**config.mk**
```make
export PLATFORM = sky130hd
export DESIGN_NAME = sstf_disk_scheduler_core_flat
export DESIGN_NICKNAME = d
export VERILOG_FILES = /design/src/rtl/sstf_pkg.sv /design/src/rtl/sstf_stream_if.sv /design/src/rtl/sstf_ctrl.sv /design/src/rtl/sstf_datapath.sv /design/src/rtl/sstf_disk_scheduler_core.sv /design/src/flat_wrapper.sv
export SDC_FILE = /design/constraint.sdc
export NUM_CORES = 1
export LEC_CHECK = 0
export ABC_CLOCK_PERIOD_IN_PS = 17400
export BUFFER_PORTS_ARGS = -buffer_cell sky130_fd_sc_hd__buf_4
export CAP_MARGIN = 30
export CORE_ASPECT_RATIO = 1.2
export CORE_UTILIZATION = 55
export CTS_BUF_LIST = sky130_fd_sc_hd__clkbuf_8
export DETAILED_ROUTE_END_ITERATION = 7
export HOLD_SLACK_MARGIN = 0.06
export PLACE_DENSITY = 0.74
export SETUP_SLACK_MARGIN = 0.05
export SLEW_MARGIN = 20
export SYNTH_ARGS = -nofsm -noshare
export SYNTH_HDL_FRONTEND = slang
export SYNTH_HIERARCHICAL = 1
export SYNTH_SLANG_ARGS = --single-unit
```
**constraint.sdc**
```tcl
create_clock -name clk_i -period 17.4 [get_ports clk_i]
set_clock_uncertainty 0.1 [all_clocks]
set_input_delay 0.87 -clock clk_i [delete_from_list [all_inputs] [get_ports clk_i]]
set_output_delay 0.87 -clock clk_i [all_outputs]
set_load 0.02 [all_outputs]
```
**src/rtl/sstf_pkg.sv**
```systemverilog
package sstf_pkg;

  // Default configuration of the block.
  localparam int unsigned DEF_REQ_DEPTH  = 32;
  localparam int unsigned DEF_TRACK_BITS = 16;

  // Fixed widths of the word fields.
  localparam int unsigned TRACK_W = 16;
  localparam int unsigned DIST_W  = 21;
  localparam int unsigned INDEX_W = 5;

  typedef enum logic [0:0] {
    OP_LOAD = 1'b0,
    OP_RUN  = 1'b1
  } op_e;

  typedef enum logic [1:0] {
    ST_IDLE,
    ST_SCAN,
    ST_EMIT,
    ST_EMPTY
  } state_e;

  typedef struct packed {
    op_e                op;
    logic [TRACK_W-1:0] track_value;
  } req_word_t;

  typedef struct packed {
    logic [TRACK_W-1:0] served_track;
    logic [DIST_W-1:0]  total_distance;
    logic [INDEX_W-1:0] served_index;
    logic               last_of_run;
    logic               empty_run;
    logic               overflow_seen;
  } res_word_t;

  // Commands from the controller to the datapath.
  typedef struct packed {
    logic load;
    logic run;
    logic scan;
    logic commit;
    logic empty;
  } ctrl_cmd_t;

  // Status from the datapath to the controller.
  typedef struct packed {
    logic count_zero;
    logic scan_done;
    logic last_pick;
    logic out_free;
  } dp_stat_t;

endpackage

```
**src/rtl/sstf_stream_if.sv**
```systemverilog
interface sstf_stream_if #(
  parameter type word_t = logic
);
  logic  valid;
  logic  ready;
  word_t data;

  modport source (output valid, output data, input ready);
  modport sink   (input valid, input data, output ready);
endinterface

```
**src/rtl/sstf_ctrl.sv**
```systemverilog
module sstf_ctrl (
  input  logic               clk_i,
  input  logic               rst_ni,
  input  logic               in_valid_i,
  input  sstf_pkg::op_e      in_op_i,
  output logic               in_ready_o,
  input  sstf_pkg::dp_stat_t stat_i,
  output sstf_pkg::ctrl_cmd_t cmd_o
);
  import sstf_pkg::*;

  state_e state_q, state_d;

  always_ff @(posedge clk_i or negedge rst_ni) begin
    if (!rst_ni) begin
      state_q <= ST_IDLE;
    end else begin
      state_q <= state_d;
    end
  end

  always_comb begin
    state_d    = state_q;
    in_ready_o = 1'b0;
    cmd_o      = '0;
    case (state_q)
      ST_IDLE: begin
        in_ready_o = 1'b1;
        if (in_valid_i) begin
          case (in_op_i)
            OP_LOAD: begin
              cmd_o.load = 1'b1;
            end
            OP_RUN: begin
              if (stat_i.count_zero) begin
                state_d = ST_EMPTY;
              end else begin
                cmd_o.run = 1'b1;
                state_d   = ST_SCAN;
              end
            end
            default: begin
              state_d = ST_IDLE;
            end
          endcase
        end
      end
      ST_SCAN: begin
        cmd_o.scan = 1'b1;
        if (stat_i.scan_done) begin
          state_d = ST_EMIT;
        end
      end
      ST_EMIT: begin
        if (stat_i.out_free) begin
          cmd_o.commit = 1'b1;
          state_d      = stat_i.last_pick ? ST_IDLE : ST_SCAN;
        end
      end
      ST_EMPTY: begin
        if (stat_i.out_free) begin
          cmd_o.empty = 1'b1;
          state_d     = ST_IDLE;
        end
      end
      default: begin
        state_d = ST_IDLE;
      end
    endcase
  end

endmodule

```
**src/rtl/sstf_datapath.sv**
```systemverilog
module sstf_datapath #(
  parameter int unsigned REQ_DEPTH  = sstf_pkg::DEF_REQ_DEPTH,
  parameter int unsigned TRACK_BITS = sstf_pkg::DEF_TRACK_BITS
) (
  input  logic                          clk_i,
  input  logic                          rst_ni,
  input  logic [sstf_pkg::TRACK_W-1:0]  track_value_i,
  input  sstf_pkg::ctrl_cmd_t           cmd_i,
  output sstf_pkg::dp_stat_t            stat_o,
  sstf_stream_if.source                 res_o
);
  import sstf_pkg::*;

  localparam int unsigned CNT_W = $clog2(REQ_DEPTH + 1);
  localparam int unsigned IDX_W = (REQ_DEPTH > 1) ? $clog2(REQ_DEPTH) : 1;

  logic [TRACK_BITS-1:0] mem_q [REQ_DEPTH];

  logic [CNT_W-1:0]      count_q, count_d;
  logic                  ovf_q, ovf_d;
  logic [REQ_DEPTH-1:0]  visited_q, visited_d;
  logic [TRACK_BITS-1:0] head_q, head_d;
  logic [DIST_W-1:0]     sum_q, sum_d;
  logic [CNT_W-1:0]      pick_q, pick_d;
  logic [CNT_W-1:0]      issue_q, issue_d;
  logic                  rd_vld_q, rd_vld_d;
  logic [CNT_W-1:0]      rd_cnt_q;
  logic [TRACK_BITS-1:0] rd_data_q;
  logic                  best_found_q, best_found_d;
  logic [TRACK_BITS-1:0] best_t_q;
  logic [TRACK_BITS-1:0] best_dist_q;
  logic [IDX_W-1:0]      best_idx_q;
  logic                  res_vld_q, res_vld_d;
  res_word_t             res_q;

  logic [TRACK_BITS-1:0] track_in;
  logic                  store_ok;
  logic                  issue_en;
  logic [TRACK_BITS-1:0] diff;
  logic                  tie_high;
  logic                  better;
  logic                  take;
  logic                  out_free;
  logic                  last_pick;
  logic [DIST_W-1:0]     sum_next;

  assign track_in  = TRACK_BITS'(track_value_i);
  assign store_ok  = (count_q < CNT_W'(REQ_DEPTH));
  assign issue_en  = cmd_i.scan && (issue_q < count_q);
  assign diff      = (rd_data_q >= head_q) ? (rd_data_q - head_q) : (head_q - rd_data_q);
  // The first pick of a run breaks ties upward, every later one downward.
  assign tie_high  = (pick_q == '0);
  assign better    = !best_found_q || (diff < best_dist_q) ||
                     ((diff == best_dist_q) &&
                      (tie_high ? (rd_data_q > best_t_q) : (rd_data_q < best_t_q)));
  assign take      = rd_vld_q && !visited_q[rd_cnt_q[IDX_W-1:0]] && better;
  assign out_free  = !res_vld_q || res_o.ready;
  assign last_pick = (pick_q == count_q - CNT_W'(1));
  assign sum_next  = sum_q + DIST_W'(best_dist_q);

  assign stat_o.count_zero = (count_q == '0);
  assign stat_o.scan_done  = rd_vld_q && (rd_cnt_q == count_q - CNT_W'(1));
  assign stat_o.last_pick  = last_pick;
  assign stat_o.out_free   = out_free;

  assign res_o.valid = res_vld_q;
  assign res_o.data  = res_q;

  always_comb begin
    count_d      = count_q;
    ovf_d        = ovf_q;
    visited_d    = visited_q;
    head_d       = head_q;
    sum_d        = sum_q;
    pick_d       = pick_q;
    issue_d      = issue_q;
    rd_vld_d     = issue_en;
    best_found_d = best_found_q || take;
    res_vld_d    = res_vld_q && !res_o.ready;
    if (cmd_i.load) begin
      if (store_ok) begin
        count_d = count_q + CNT_W'(1);
      end else begin
        ovf_d = 1'b1;
      end
    end
    if (issue_en) begin
      issue_d = issue_q + CNT_W'(1);
    end
    if (cmd_i.run) begin
      head_d       = track_in;
      sum_d        = '0;
      visited_d    = '0;
      pick_d       = '0;
      issue_d      = '0;
      best_found_d = 1'b0;
    end
    if (cmd_i.commit) begin
      res_vld_d                = 1'b1;
      visited_d[best_idx_q]    = 1'b1;
      head_d                   = best_t_q;
      sum_d                    = sum_next;
      pick_d                   = pick_q + CNT_W'(1);
      issue_d                  = '0;
      best_found_d             = 1'b0;
      if (last_pick) begin
        count_d   = '0;
        visited_d = '0;
      end
    end
    if (cmd_i.empty) begin
      res_vld_d = 1'b1;
    end
  end

  always_ff @(posedge clk_i or negedge rst_ni) begin
    if (!rst_ni) begin
      count_q      <= '0;
      ovf_q        <= 1'b0;
      visited_q    <= '0;
      head_q       <= '0;
      sum_q        <= '0;
      pick_q       <= '0;
      issue_q      <= '0;
      rd_vld_q     <= 1'b0;
      best_found_q <= 1'b0;
      res_vld_q    <= 1'b0;
    end else begin
      count_q      <= count_d;
      ovf_q        <= ovf_d;
      visited_q    <= visited_d;
      head_q       <= head_d;
      sum_q        <= sum_d;
      pick_q       <= pick_d;
      issue_q      <= issue_d;
      rd_vld_q     <= rd_vld_d;
      best_found_q <= best_found_d;
      res_vld_q    <= res_vld_d;
    end
  end

  // Request store with a registered read port.
  always_ff @(posedge clk_i) begin
    if (cmd_i.load && store_ok) begin
      mem_q[count_q[IDX_W-1:0]] <= track_in;
    end
    if (issue_en) begin
      rd_data_q <= mem_q[issue_q[IDX_W-1:0]];
    end
  end

  always_ff @(posedge clk_i) begin
    rd_cnt_q <= issue_q;
    if (take) begin
      best_t_q    <= rd_data_q;
      best_dist_q <= diff;
      best_idx_q  <= rd_cnt_q[IDX_W-1:0];
    end
    if (cmd_i.commit) begin
      res_q.served_track   <= TRACK_W'(best_t_q);
      res_q.total_distance <= sum_next;
      res_q.served_index   <= INDEX_W'(pick_q);
      res_q.last_of_run    <= last_pick;
      res_q.empty_run      <= 1'b0;
      res_q.overflow_seen  <= ovf_q;
    end else if (cmd_i.empty) begin
      res_q.served_track   <= '0;
      res_q.total_distance <= '0;
      res_q.served_index   <= '0;
      res_q.last_of_run    <= 1'b0;
      res_q.empty_run      <= 1'b1;
      res_q.overflow_seen  <= ovf_q;
    end
  end

endmodule

```
**src/rtl/sstf_disk_scheduler_core.sv**
```systemverilog
// Channel  Dir  Word        Contents
// req_i    in   req_word_t  op (load or run), track_value
// res_o    out  res_word_t  served_track, total_distance, served_index,
//                           last_of_run, empty_run, overflow_seen
//
// A load word is accepted back to back while no run is in progress.
// A run with n stored requests gives n result words; each pick scans the whole
// store through its single registered read port.
// An empty run gives its single word from the empty state once the result register is free.
// Reset clears the count, visited map, head, sum and overflow flag at once.
// A stalled result holds the next pick in the emit state until the word is taken.
module sstf_disk_scheduler_core #(
  parameter int unsigned REQ_DEPTH  = sstf_pkg::DEF_REQ_DEPTH,
  parameter int unsigned TRACK_BITS = sstf_pkg::DEF_TRACK_BITS
) (
  input  logic          clk_i,
  input  logic          rst_ni,
  sstf_stream_if.sink   req_i,
  sstf_stream_if.source res_o
);
  import sstf_pkg::*;

  // Commands and status joining the controller and the datapath.
  ctrl_cmd_t cmd;
  dp_stat_t  stat;
  req_word_t req_word;

  assign req_word = req_i.data;

  // The controller sequences loads, the nearest-request scans and the emits.
  sstf_ctrl u_ctrl (
    .clk_i      (clk_i),
    .rst_ni     (rst_ni),
    .in_valid_i (req_i.valid),
    .in_op_i    (req_word.op),
    .in_ready_o (req_i.ready),
    .stat_i     (stat),
    .cmd_o      (cmd)
  );

  // The datapath holds the request store, the visited map, the running head and
  // distance, the best-candidate registers of a scan and the result register.
  sstf_datapath #(
    .REQ_DEPTH  (REQ_DEPTH),
    .TRACK_BITS (TRACK_BITS)
  ) u_datapath (
    .clk_i         (clk_i),
    .rst_ni        (rst_ni),
    .track_value_i (req_word.track_value),
    .cmd_i         (cmd),
    .stat_o        (stat),
    .res_o         (res_o)
  );

endmodule

```
**src/flat_wrapper.sv**
```systemverilog
// flat-port wrapper written by rule: the top's interface ports become plain ports
module sstf_disk_scheduler_core_flat import sstf_pkg::*;
#(
  parameter int unsigned REQ_DEPTH  = sstf_pkg::DEF_REQ_DEPTH,
  parameter int unsigned TRACK_BITS = sstf_pkg::DEF_TRACK_BITS
)
  (clk_i, rst_ni, req_i_valid, req_i_data, req_i_ready, res_o_valid, res_o_data, res_o_ready);
  sstf_stream_if #(.word_t(req_word_t)) req_i_i ();
  sstf_stream_if #(.word_t(res_word_t)) res_o_i ();
  input  logic clk_i;
  input  logic rst_ni;
  input wire logic [$bits(req_i_i.valid)-1:0] req_i_valid;
  input wire logic [$bits(req_i_i.data)-1:0] req_i_data;
  output wire logic [$bits(req_i_i.ready)-1:0] req_i_ready;
  output wire logic [$bits(res_o_i.valid)-1:0] res_o_valid;
  output wire logic [$bits(res_o_i.data)-1:0] res_o_data;
  input wire logic [$bits(res_o_i.ready)-1:0] res_o_ready;
  assign req_i_i.valid = req_i_valid;
  assign req_i_i.data = req_i_data;
  assign req_i_ready = req_i_i.ready;
  assign res_o_valid = res_o_i.valid;
  assign res_o_data = res_o_i.data;
  assign res_o_i.ready = res_o_ready;
  sstf_disk_scheduler_core #(.REQ_DEPTH(REQ_DEPTH), .TRACK_BITS(TRACK_BITS)) u_core (.clk_i(clk_i), .rst_ni(rst_ni), .req_i(req_i_i), .res_o(res_o_i));
endmodule
```
After elaboration in Yosys (flattened, before gate mapping)
Memory sizes are Yosys's and may differ from the RTL's. A register that Yosys moved wholly into a read port is not among the register bits.
Cells that the tools add are included.
Widths: inputs -> output; s select.
{"block": "classes", "n_addsub": 7, "mul": 0, "div": 0, "n_lt_le_gt_ge": 9, "n_eq_ne": 11, "shift": 0, "n_mux": 48, "bitwise": 2, "n_reduce_logical": 24}
{"operator": "$mux 32", "count": 3}
{"operator": "$mux 45", "count": 2}
{"operator": "$mux 6", "count": 9}
{"operator": "$mux 16", "count": 3}
{"operator": "$mux 21", "count": 2}
{"operator": "$lt 16x16->1", "count": 2}
{"operator": "$or 32x32->32", "count": 1}
{"operator": "$sub 16x16->16", "count": 2}
{"operator": "$add 21x16->21", "count": 1}
{"operator": "$add 6x1->6 const B", "count": 3}
{"operator": "$mux 1", "count": 18}
{"operator": "$eq 16x16->1", "count": 1}
{"operator": "$ge 16x16->1", "count": 1}
{"operator": "$gt 16x16->1", "count": 1}
{"operator": "$mux 2", "count": 8}
{"operator": "$eq 6x6->1", "count": 2}
{"operator": "$logic_not 6->1", "count": 2}
{"operator": "$lt 5x6->1 const B", "count": 2}
{"operator": "$logic_and 1x1->1", "count": 8}
{"operator": "$ne 2x2->1 const B", "count": 4}
{"operator": "$pmux 2 s4", "count": 1}
{"operator": "$lt 6x6->1", "count": 1}
{"operator": "$lt 6x6->1 const B", "count": 1}
{"operator": "$sub 6x1->6 const B", "count": 1}
{"operator": "14 further kinds", "count": 22}
{"block": "word_totals", "regBits": 181, "latchBits": 0, "mem_bits_rw": 512, "romBits": 0, "n_memories": 1}
{"memory": "u_core.u_datapath.mem_q", "depth": 32, "width": 16, "read_ports": 1, "rd_clocked_by_memory_dff": 1, "write_ports": 1, "line": "sstf_datapath.sv:17", "text": "logic [TRACK_BITS-1:0] mem_q [REQ_DEPTH];"}

Longest topological paths before layout
{"block": "logic_depth", "ltp_word": 9, "mapped_depth": 20, "mapped_depth_nobuf": 19}

Cells and area by module
The synthesis kept the hierarchy.
{"mod": "sstf_datapath", "n_inst": 1, "cells_per_inst": 1816, "area_each_um2": 30630.6, "seq_area_each_um2": 20704.9}
{"mod": "sstf_ctrl", "n_inst": 1, "cells_per_inst": 19, "area_each_um2": 192.7, "seq_area_each_um2": 50.0}

Least setup slack after synthesis
OpenSTA, ideal clock, no wires.
{"block": "synth_path", "path_kind": "register -> register", "startpoint": "reg u_core.u_datapath.rd_data_q[0], read port of u_core.u_datapath.mem_q", "endpoint": "reg u_core.u_datapath.best_dist_q[0], enable pin", "setup_ps": 454, "arrival_ps": 5407, "path_slack_ps": 11439, "path_stages_with_launch": 20, "path_buffers": 1, "path_cell_list": "edfxtp_1 > inv_1 > ha_1 > inv_1 > fa_1 > a211oi_1 > nor3b_1 > o21ai_0 > o211ai_1 > buf_2 > mux2i_1 > xor2_1 > ha_1 > and3_1 > nand3_1 > nor4_1 > nand2_1 > nor3_1 > mux2i_1 > a31oi_1"}
{"block": "synth_via", "elab_chain_len": 6, "word_cells_on_any_way": 13, "cone_classes": "add/sub (2); order compare (4); eq/ne (1); mux (2); reduce/logical (4)"}
{"item": "start, declared", "line": "sstf_datapath.sv:28", "text": "logic [TRACK_BITS-1:0] rd_data_q;"}
{"item": "$sub 16x16->16 or $ge 16x16->1 (tied branches)", "line": "sstf_datapath.sv:50", "text": "assign diff = (rd_data_q >= head_q) ? (rd_data_q - head_q) : (head_q - rd_data_q);"}
{"item": "$mux 16 (*)", "line": "sstf_datapath.sv:50"}
{"item": "via u_core.u_datapath.diff[10]", "line": "sstf_datapath.sv:39", "text": "logic [TRACK_BITS-1:0] diff;"}
{"item": "$lt 16x16->1 or $eq 16x16->1 (tied branches)", "line": "sstf_datapath.sv:53, sstf_datapath.sv:54"}
{"item": "$logic_or 1x1->1 or $logic_and 1x1->1 (tied branches)", "line": "sstf_datapath.sv:53, sstf_datapath.sv:54"}
{"item": "$logic_or 1x1->1 (*)", "line": "sstf_datapath.sv:53", "text": "assign better = !best_found_q || (diff < best_dist_q) ||"}
{"item": "$logic_and 1x1->1 (*)", "line": "sstf_datapath.sv:56", "text": "assign take = rd_vld_q && !visited_q[rd_cnt_q[IDX_W-1:0]] && better;"}
{"item": "via u_core.u_datapath.take", "line": "sstf_datapath.sv:42", "text": "logic take;"}
{"item": "end signal, assigned", "line": "sstf_datapath.sv:156", "text": "best_dist_q <= diff;"}
{"item": "end, declared", "line": "sstf_datapath.sv:31", "text": "logic [TRACK_BITS-1:0] best_dist_q;"}
The timed path passes the listed nets; every way through them passes the cells marked *.
A chain may end at the register's enable or synchronous reset.

Final worst setup path
{"block": "layout_path", "startpoint": "reg u_core.u_datapath.rd_data_q[0], read port of u_core.u_datapath.mem_q", "endpoint": "reg u_core.u_datapath.best_t_q[1], enable pin"}
{"block": "layout_via", "elab_chain_len": 6, "word_cells_on_any_way": 13, "cone_classes": "add/sub (2); order compare (4); eq/ne (1); mux (2); reduce/logical (4)"}
{"item": "$sub 16x16->16 or $ge 16x16->1 (tied branches)", "line": "sstf_datapath.sv:50"}
{"item": "$mux 16 (*)", "line": "sstf_datapath.sv:50"}
{"item": "via u_core.u_datapath.diff[9]", "line": "sstf_datapath.sv:39"}
{"item": "$lt 16x16->1 or $eq 16x16->1 (tied branches)", "line": "sstf_datapath.sv:53, sstf_datapath.sv:54"}
{"item": "$logic_or 1x1->1 or $logic_and 1x1->1 (tied branches)", "line": "sstf_datapath.sv:53, sstf_datapath.sv:54"}
{"item": "$logic_or 1x1->1 (*)", "line": "sstf_datapath.sv:53"}
{"item": "$logic_and 1x1->1 (*)", "line": "sstf_datapath.sv:56"}
{"item": "via u_core.u_datapath.take", "line": "sstf_datapath.sv:42"}
{"item": "end signal, assigned", "line": "sstf_datapath.sv:155", "text": "best_t_q <= rd_data_q;"}
{"item": "end, declared", "line": "sstf_datapath.sv:30", "text": "logic [TRACK_BITS-1:0] best_t_q;"}
Marked as above.

==> impl_metrics.env <==
export IMPL_status="completed"
export IMPL_worstPathRequired_ns=17.68
export IMPL_relSlewSlack_pct=28.76
export IMPL_worst_pin_slew_ns=1.042
export IMPL_p_comb_share_pct=37.2
export IMPL_final_common_cell="edfxtp_1"
export IMPL_area_growth_pct=11.45
export IMPL_drive_above_1_share_pct=23.01
export IMPL_post_route_min_period_ns=5.859
export IMPL_switching_share_pct=35.05
export IMPL_cp_start_kind="flop"
export IMPL_grt_max_degree=86
export IMPL_drt_iter0_drc=1675
export IMPL_use_met3_pct=3.798
export IMPL_register_area_mm2=0.02076
export IMPL_crit_type="flop to flop"
export IMPL_cts_buffer_depth=3
export IMPL_worst_setup_path_end_kind="flop"
export IMPL_path_max_fanout=23
export IMPL_met1_usage_pct=31.43
export IMPL_r2r_end="u_core/u_datapath/best_t_q[1]"
export IMPL_die_x_um=218.1
export IMPL_placement_rows=94
export IMPL_setup_ws_ns=11.54
export IMPL_antenna_found_initial=2
export IMPL_cts_buffers=108
export IMPL_p_int_w=0.003645
export IMPL_fin_crit_sh_pct=33.67
export IMPL_layout_common_cells="edfxtp_1, mux4_2, inv_1, buf_4, clkbuf_8"
export IMPL_cts_root_buf="clkbuf_8"
export IMPL_grt_pass1_vias=17240
export IMPL_endpoint="u_core/u_datapath/best_t_q[1]"
export IMPL_io_pins=68
export IMPL_hold_viol=0
export IMPL_synth_nets=1950
export IMPL_hold_path_class="input pin to async pin"
export IMPL_rsz0062_at_grt="false"
export IMPL_r2r_start="u_core/u_datapath/rd_data_q[0]"
export IMPL_avgSynthCellArea_um2=16.80
export IMPL_power_frac_clock_pct=22.8
export IMPL_portBuffers=67
export IMPL_dp_worst_setup_slack_ns=11.71
export IMPL_ctsResizeCount=0
export IMPL_grt_use_total_pct=24.45
export IMPL_synth_edff_count=609
export IMPL_layout_nets=2093
export IMPL_synth_ff_type="edfxtp_1"
export IMPL_ctsHtreeMaxLevel=3
export IMPL_antenna_left=0
export IMPL_synth_warnings=6
export IMPL_multi_input_area_mm2=0.009388
export IMPL_cap_violations=0
export IMPL_ir_drop_uv=153.0
export IMPL_wl_mm=67.57
export IMPL_fillers=3901
export IMPL_finalPower_w=0.005613
export IMPL_synthArstFlopShare_pct=13.12
export IMPL_max_freq_ghz=0.1707
export IMPL_seq_power_share_pct=39.9
export IMPL_tns_ns=0
export IMPL_post_cts_hold_buffer_count=0
export IMPL_leakage_nw=12.78
export IMPL_start_util_pct=56.00
export IMPL_die_h_um=261.3
export IMPL_busiest_layer="met2"
export IMPL_powerDensity_mw_per_mm2=163.4
export IMPL_arrival_ns=6.14
export IMPL_dr_total_vias=16750
export IMPL_r2r_slack_ns=11.54
export IMPL_via_per_inst=6.000
export IMPL_path_clk_slew_ns=0.07
export IMPL_worstRegToRegCells=21
export IMPL_met2_usage_pct=41.91
export IMPL_postCtsSetupRepairBufs=0
export IMPL_syn_inst=1835
export IMPL_clock_sinks=709
export IMPL_final_core_util_pct=62.41
export IMPL_setup_violations_final=0
export IMPL_ys_seq_area_share_pct=67.34
export IMPL_cts_tree="yes"
export IMPL_synth_area_mm2=0.03082
export IMPL_core_mm2=0.05504
export IMPL_ys_ff_latch=709
export IMPL_synth_cell_types=70
export IMPL_drv_slew=0
export IMPL_grt_overflow_total=0
export IMPL_clk_latency_ns=0.73
export IMPL_crit_start="u_core/u_datapath/rd_data_q[0]"
export IMPL_grt_first_pass_wirelength_mm=102.9
export IMPL_gp_congestion=0.8971
export IMPL_post_dp_hpwl_mm=41.95
export IMPL_drtPass1Iterations=5
export IMPL_wire_per_inst_um=24.21
export IMPL_die_area_mm2=0.05700
export IMPL_p_switching_w=0.001967
export IMPL_post_route_drc_count=0
export IMPL_worst_hold_slack_ns=0.1270
## Yosys cell counts (13+ instances only)
cell	number	area (µm²)
nor2b_1	43	269.0
a21oi_1	88	440.4
dfrtp_1	93	2327
inv_1	86	322.8
o21ai_0	32	160.2
o21bai_1	21	157.7
nand2_1	52	195.2
nand4_1	13	81.33
mux2_2	19	214.0
xnor2_1	34	297.8
xor2_1	19	166.4
mux2i_1	26	260.3
a21o_1	40	300.3
nor2_1	106	397.9
and2_1	40	250.2
nand3_1	28	140.1
buf_2	19	95.09
mux4_2	170	3829
ha_1	91	1139
clkbuf_1	54	202.7
edfxtp_1	609	18290
## routing by layer
metal	up-vias	wire length (µm)	part of all wire, %
li1	7423	-	-
met1	8604	26560	39
met2	593	35060	52
met3	123	4023	6.0
met4	2	1912	2.8
met5	-	16	0.024
## state kept, by name (all words and copies together) (netlist names), 2 cells and up
name                           count
u_core/u_datapath/issue_q          6
u_core/u_datapath/sum_q           21
u_core/u_datapath/rd_cnt_q         6
u_core/u_datapath/pick_q           6
u_core/u_datapath/mem_q          512
u_core/u_datapath/head_q          16
u_core/u_datapath/best_dist_q     16
u_core/u_datapath/rd_data_q       16
u_core/u_ctrl/state_q              2
u_core/u_datapath/res_o.data      45
u_core/u_datapath/count_q          6
u_core/u_datapath/best_t_q        16
u_core/u_datapath/visited_q       32
u_core/u_datapath/best_idx_q       5
## power groups by stage
stage                     Combinational (W)  Sequential [W]  Clock, W
after floorplan                     0.00154         0.00221         0
after global placement              0.00202         0.00227         0
after detailed placement            0.00208         0.00228         0
after CTS                           0.00209         0.00224   0.00131
after global routing                0.00227         0.00226   0.00138
final                               0.00209         0.00224   0.00128
## worst min-delay path by stage
stage	from	to	slack, ns	depth (start not counted)
floorplan	u_core/u_datapath/issue_q[2]	u_core/u_datapath/rd_cnt_q[2]	0.27	0
global placement	u_core/u_datapath/issue_q[5]	u_core/u_datapath/rd_cnt_q[5]	0.32	0
detailed placement	u_core/u_datapath/issue_q[5]	u_core/u_datapath/rd_cnt_q[5]	0.32	0
CTS	rst_ni	u_core/u_datapath/issue_q[0]	0.09	1
global route	rst_ni	u_core/u_datapath/issue_q[0]	0.14	1
finish	rst_ni	u_core/u_datapath/visited_q[18]	0.13	1
## layout make-up
type                       count  area share [%]
sequential                   709           60.45
multi-input combinational    951           27.33
antenna                        2         0.01457
timing repair buffer         121           2.743
tap                          720           2.622
clock inverter                89           1.410
clock buffer                 112           4.487
inverter                      87          0.9506
## metrics by stage
stage          instance area [µm²]  cells
2_1_floorplan                30820   1835
3_3_place_gp                 32240   2581
3_5_place_dp                 32290   2585
4_1_cts                      34310   2786
5_1_grt                      34350   2790
6_report                     34350   2791
## critical path, stage by stage, from the launching register on
cell and delay [ns]:
edfxtp_1 0.43, inv_1 0.11, ha_1 0.17, inv_1 0.06
fa_1 0.41, a211oi_1 0.51, nor3b_1 0.10, o21ai_0 0.17
o211ai_1 0.10, buf_4 0.23, a311oi_1 0.24, a21oi_1 0.08
xor2_1 0.17, ha_1 0.33, and3_1 0.16, nand3_1 0.10
nor4_1 0.36, nand2_1 0.14, nor3_1 0.24, mux2i_1 0.15
a31oi_4 0.68, buf_4 0.43
## logic make-up after synthesis
kind of cell	after synthesis	synth area share (%)
XOR/XNOR	54	1.559
adder cells (fa/ha/maj)	94	3.889
flip-flops	709	67.34
buffers and inverters	175	2.330
multiplexers	216	14.01
AO/OA/AOI/OAI	244	5.103
AND/OR/NAND/NOR	343	5.776
Power figures use the tool's default switching activity.
